File: src/rtl/core/sma_pkg.sv
// Shared types and constants for the simple moving average block.
// Holds the word structs of both channels and the controller/datapath interface.
// Depends on nothing.
package sma_pkg;

    localparam int DEF_MAX_WINDOW = 256;
    localparam int PRICE_W        = 32;
    localparam int LEN_W          = 9;
    localparam int CFG_IDX_W      = 1;
    localparam int CFG_DATA_W     = 9;

    localparam logic [LEN_W-1:0]     LEN_RESET          = 9'd14;
    localparam logic [CFG_IDX_W-1:0] REG_WINDOW_LENGTH  = 1'd0;
    localparam logic [CFG_IDX_W-1:0] REG_PARTIAL_OUTPUT = 1'd1;

    typedef struct packed {
        logic               mode;
        logic [PRICE_W-1:0] price;
    } sma_sample_t;

    typedef struct packed {
        logic [PRICE_W-1:0] average;
        logic               window_full;
    } sma_result_t;

    typedef struct packed {
        logic capture;
        logic update;
        logic div_step;
        logic load_out;
    } sma_cmd_t;

    typedef struct packed {
        logic div_last;
    } sma_stat_t;

endpackage

File: src/rtl/core/sma_ctrl.sv
// Controller state machine for the simple moving average block.
// Sequences capture, window update, divider steps and output load.
// Depends on sma_pkg.
module sma_ctrl (
    input  logic              clk,
    input  logic              rst_n,
    input  logic              sample_valid,
    output logic              sample_stall,
    output logic              result_valid,
    input  logic              result_stall,
    input  sma_pkg::sma_stat_t stat,
    output sma_pkg::sma_cmd_t  cmd
);
    import sma_pkg::*;

    localparam logic [1:0] S_IDLE   = 2'd0;
    localparam logic [1:0] S_UPDATE = 2'd1;
    localparam logic [1:0] S_DIV    = 2'd2;
    localparam logic [1:0] S_LOAD   = 2'd3;

    logic [1:0] state_reg;
    logic [1:0] state_next;
    logic       out_valid_reg;
    logic       out_valid_next;
    logic       out_free;

    assign sample_stall = (state_reg != S_IDLE);
    assign result_valid = out_valid_reg;
    assign out_free     = !out_valid_reg || !result_stall;

    always_comb
    begin
        state_next   = state_reg;
        cmd          = '0;
        case (state_reg)
            S_IDLE:
            begin
                if (sample_valid)
                begin
                    cmd.capture = 1'b1;
                    state_next  = S_UPDATE;
                end
            end
            S_UPDATE:
            begin
                cmd.update = 1'b1;
                state_next = S_DIV;
            end
            S_DIV:
            begin
                cmd.div_step = 1'b1;
                if (stat.div_last)
                begin
                    state_next = S_LOAD;
                end
            end
            S_LOAD:
            begin
                if (out_free)
                begin
                    cmd.load_out = 1'b1;
                    state_next   = S_IDLE;
                end
            end
            default:
            begin
                state_next = S_IDLE;
            end
        endcase
    end

    always_comb
    begin
        out_valid_next = out_valid_reg;
        if (cmd.load_out)
        begin
            out_valid_next = 1'b1;
        end
        else if (out_valid_reg && !result_stall)
        begin
            out_valid_next = 1'b0;
        end
    end

    always_ff @(posedge clk or negedge rst_n)
    begin
        if (!rst_n)
        begin
            state_reg     <= S_IDLE;
            out_valid_reg <= 1'b0;
        end
        else
        begin
            state_reg     <= state_next;
            out_valid_reg <= out_valid_next;
        end
    end

endmodule

File: config.mk
export PLATFORM = sky130hd
export DESIGN_NAME = sma_ctrl
export DESIGN_NICKNAME = d
export VERILOG_FILES = /design/src/rtl/core/sma_pkg.sv /design/src/rtl/core/sma_ctrl.sv
export SDC_FILE = /design/constraint.sdc
export NUM_CORES = 1
export LEC_CHECK = 0
export ABC_AREA = 1
export BUFFER_PORTS_ARGS = -buffer_cell sky130_fd_sc_hd__buf_2
export CORE_AREA = 3 3 40 42
export CTS_CLUSTER_SIZE = 16
export DETAILED_ROUTE_END_ITERATION = 6
export DIE_AREA = 0 0 43 45
export PLACE_DENSITY = 0.4
export SLEW_MARGIN = 10
export SYNTH_ARGS = -nofsm -noshare
export SYNTH_HDL_FRONTEND = slang
export SYNTH_SLANG_ARGS = --single-unit
File: constraint.sdc
create_clock -name clk -period 2.8 [get_ports clk]
set_input_delay 0.56 -clock clk [delete_from_list [all_inputs] [get_ports clk]]
set_output_delay 0.56 -clock clk [all_outputs]
set_load 0.01 [all_outputs]
Yosys cells after proc, flatten, opt, wreduce, memory -nomap -nowiden
Index checks and enable logic that the tools add are counted.
{"block": "totals", "word_cells": 28, "out_inout_bits": 6, "reg_bits": 3, "input_bits": 5}
{"block": "classes", "n_mux": 12, "n_reduce_logical": 8, "eq_ne": 6}
{"op": "$mux 1", "n": 8}
{"op": "$pmux 2 s4", "n": 1}
{"op": "$mux 2", "n": 3}
{"op": "$ne 2x2->1 const B", "n": 3}
{"op": "$eq 2x2->1 const B", "n": 2}
{"op": "$reduce_bool 2->1", "n": 2}
{"op": "$reduce_and 3->1", "n": 1}
{"op": "$eq 2x1->1 const B", "n": 1}
{"op": "$logic_not 1->1", "n": 2}
{"op": "$logic_not 2->1", "n": 1}
{"op": "$logic_and 1x1->1", "n": 1}
{"op": "$logic_or 1x1->1", "n": 1}

Longest topological paths before layout
{"block": "logic_depth", "word_depth": 5, "mapped_depth": 6, "mapped_depth_nobuf": 6}

Worst setup path after synthesis
No wires, ideal clock.
{"block": "synth_path", "kind": "reg2out", "start": "register state_reg[0]", "end": "output cmd[0] (netlist name)", "path_slack_ns": 1.396, "path_stages_with_launch": 5, "required_ns": 2.240, "n_path_buf": 1, "t_arrival_ns": 0.844, "cell_sequence": "dfrtp_1 ha_1 inv_1 a21oi_1 buf_4"}
{"item": "start, declared", "line": "sma_ctrl.sv:21", "source": "logic [1:0] state_reg;"}
{"item": "start signal, assigned", "line": "sma_ctrl.sv:94", "source": "state_reg <= state_next;"}
{"item": "end, declared", "line": "sma_ctrl.sv:12", "source": "output sma_pkg::sma_cmd_t cmd"}

==> impl_metrics.json <==
{
  "r2r-start": "state_reg[0]",
  "cts_root_buffer": "clkbuf_4",
  "ios": 11,
  "fmax_mhz": 568,
  "final_cell_mix": "buf_2, inv_1, nand2_1, ha_1",
  "initial_core_util_pct": 20.2,
  "finalSetupTns_ns": 0,
  "yosysTopAreaCell": "dfrtp_1",
  "reg2reg_depth": 6,
  "netlist_area_um2": 259,
  "endpoint_kind": "output port",
  "port_buffers": 10,
  "synthTopCellsByArea": "dfrtp_1, ha_1, inv_1",
  "synth_xor_area_share_pct": 0,
  "cts_sinks": 3,
  "seq_area_um2": 75.1,
  "grt_pass1_vias": 233,
  "crit_buf_inv": 3,
  "drc": 0,
  "synth_simple_gate_area_share_pct": 29.0,
  "wl_met2_um": 202,
  "rsz0062_at_grt": "false",
  "fillers": 149,
  "ys_seq_area_share_pct": 29.0,
  "fin_area_um2": 347,
  "netlist.area_leader.share_pct": 29.0,
  "maxUsedRoutingLayer": "met4",
  "p_leak_nw": 0.220,
  "r2r_slack_ns": 1.67,
  "status": "complete, no violations",
  "drv_cap": 0,
  "ys_ff_latch": 3,
  "holdCritPathClass": "input pin to async pin",
  "post_cts_buffers": 0,
  "power.density_nw_per_um2": 1070,
  "vdd_ir_drop_max_uv": 392,
  "cp_top_family": "flip-flops",
  "drtAntennaViolNets": 0,
  "synth_cell_types": 9,
  "layout.nets": 57,
  "largest_register_ffs": 2,
  "synth_top_family_by_area": "simple AND/OR/NAND/NOR gates",
  "synth_fa_ha_area_share_pct": 24.2,
  "final_common_cell": "buf_2",
  "dp_hpwl_um": 392,
  "post-route-period-util_pct": 62.9,
  "final_layout_size_suffix_gt1_share_pct": 37.0,
  "clkLatencyLatePin_ns": 0.23,
  "worstPathArrival_ns": 1.20,
  "multi_input_area_um2": 143,
  "grt_max_degree": 5,
  "path_max_fanout": 4,
  "finalClockSkew_ns": 0.00348,
  "crit_path_top_delay_cell": "dfrtp_1",
  "wire_per_inst_um": 7.41,
  "dr.first_iter.drc_count": 0,
  "min_period_ns": 1.76,
  "fp-row-count": 13,
  "clk_pin_slew_ns": 0.04,
  "drt-total-wl_um": 452,
  "core_area_um2": 1280,
  "cp.required_ns": 2.24,
  "synth_area_per_cell_um2": 7.85,
  "dieWidth_um": 43,
  "netlist_instances": 33,
  "setup_viol": 0,
  "htreeDepth": 1,
  "cts_resized": 0,
  "crit_path_max_incr_delay_ns": 0.41,
  "cp-start-kind": "flip-flop",
  "synth-compound-area-share_pct": 1.93,
  "muxShareOfSynthArea_pct": 0,
  "max_slew_margin_pct": 90.5,
  "cts_hold_buf": 0,
  "reg2reg_to": "state_reg[0]",
  "wl_met1_um": 197,
  "num_vias": 226,
  "clockBufferDepth": 2,
  "fp.dieH_um": 45,
  "crit_type": "flip-flop to output port",
  "antenna_found_initial": 0,
  "diodes": 0,
  "cts_buffers": 3,
  "worst_pin_slew_ns": 0.142,
  "finalWeightedCongestion": 0.601,
  "area_delta_synth_final_pct": 33.8,
  "grt_overflow": 0,
  "critical_path.cell_chain": "inv_1, ha_1, nand2_1, inv_1, buf_2",
  "cts_tree": "yes",
  "dr_wl_met3_um": 34,
  "dieArea_um2": 1940,
  "finalMaxSlewViolations": 0,
  "avgViaCountPerCell": 3.70,
  "yosys_warnings": 0,
  "grt_usage_pct": 6.34,
  "synth.net_count": 43,
  "drt-pass1-iter-count": 1,
  "hold_viol_final": 0,
  "grt_first_pass_wirelength_um": 855,
  "crit_path_frequent_cell": "inv_1",
  "placed_area_um2": 320
}
[logic make-up after synthesis]
family,Yosys count
adders and majority gates,5
DFF,3
and+or+nand+nor,14
buffers and inverters,10
AOI/OAI and AO/OA,1
[Yosys cell counts (all sizes together)]
library cell  number
nand2             10
inv                9
ha                 5
dfrtp              3
nand3              2
nand4              2
a21oi              1
buf                1
[layer usage]
layer	track usage (%)	vias up
li1	-	123
met1	6.54	94
met2	9.28	7
met3	2.39	2
met4	7.23	0
met5	0	-
[through the flow]
step	instances	total power (W)	setup WS [ns]	hold WS, ns	utilization, %
after floorplan	33	0.000243	1.40	0.264	-
after global placement	57	0.000302	1.29	0.359	24.9
after detailed placement	57	0.000302	1.27	0.357	24.9
after CTS	61	0.000383	1.01	0.105	27.0
after global routing	61	0.000424	0.945	0.0963	27.0
final	61	0.000371	1.04	0.112	27.0
[cell type report]
cell class	instances	share of cell area [%]
Multi-Input combinational cell	20	41.2
Sequential cell	3	21.7
Timing Repair Buffer	10	14.4
Tap cell	15	5.42
Clock buffer	4	7.58
Inverter	9	9.75
[power by group]
part           internal [W]  switching, W
sequential        0.0000666     0.0000232
clock             0.0000534     0.0000222
combinational     0.0000863      0.000119
[worst max path at each step]
stage	from	end	slack (ns)	depth (start not counted)
2_1_floorplan	state_reg[0]	cmd[0]	1.40	4
3_3_place_gp	state_reg[0]	cmd[3]	1.29	5
3_5_place_dp	state_reg[0]	cmd[3]	1.27	5
4_1_cts	state_reg[0]	cmd[3]	1.01	5
5_1_grt	state_reg[1]	cmd[3]	0.95	5
6_report	state_reg[1]	cmd[3]	1.04	5
No activity file was read; power rests on OpenSTA's default activity.
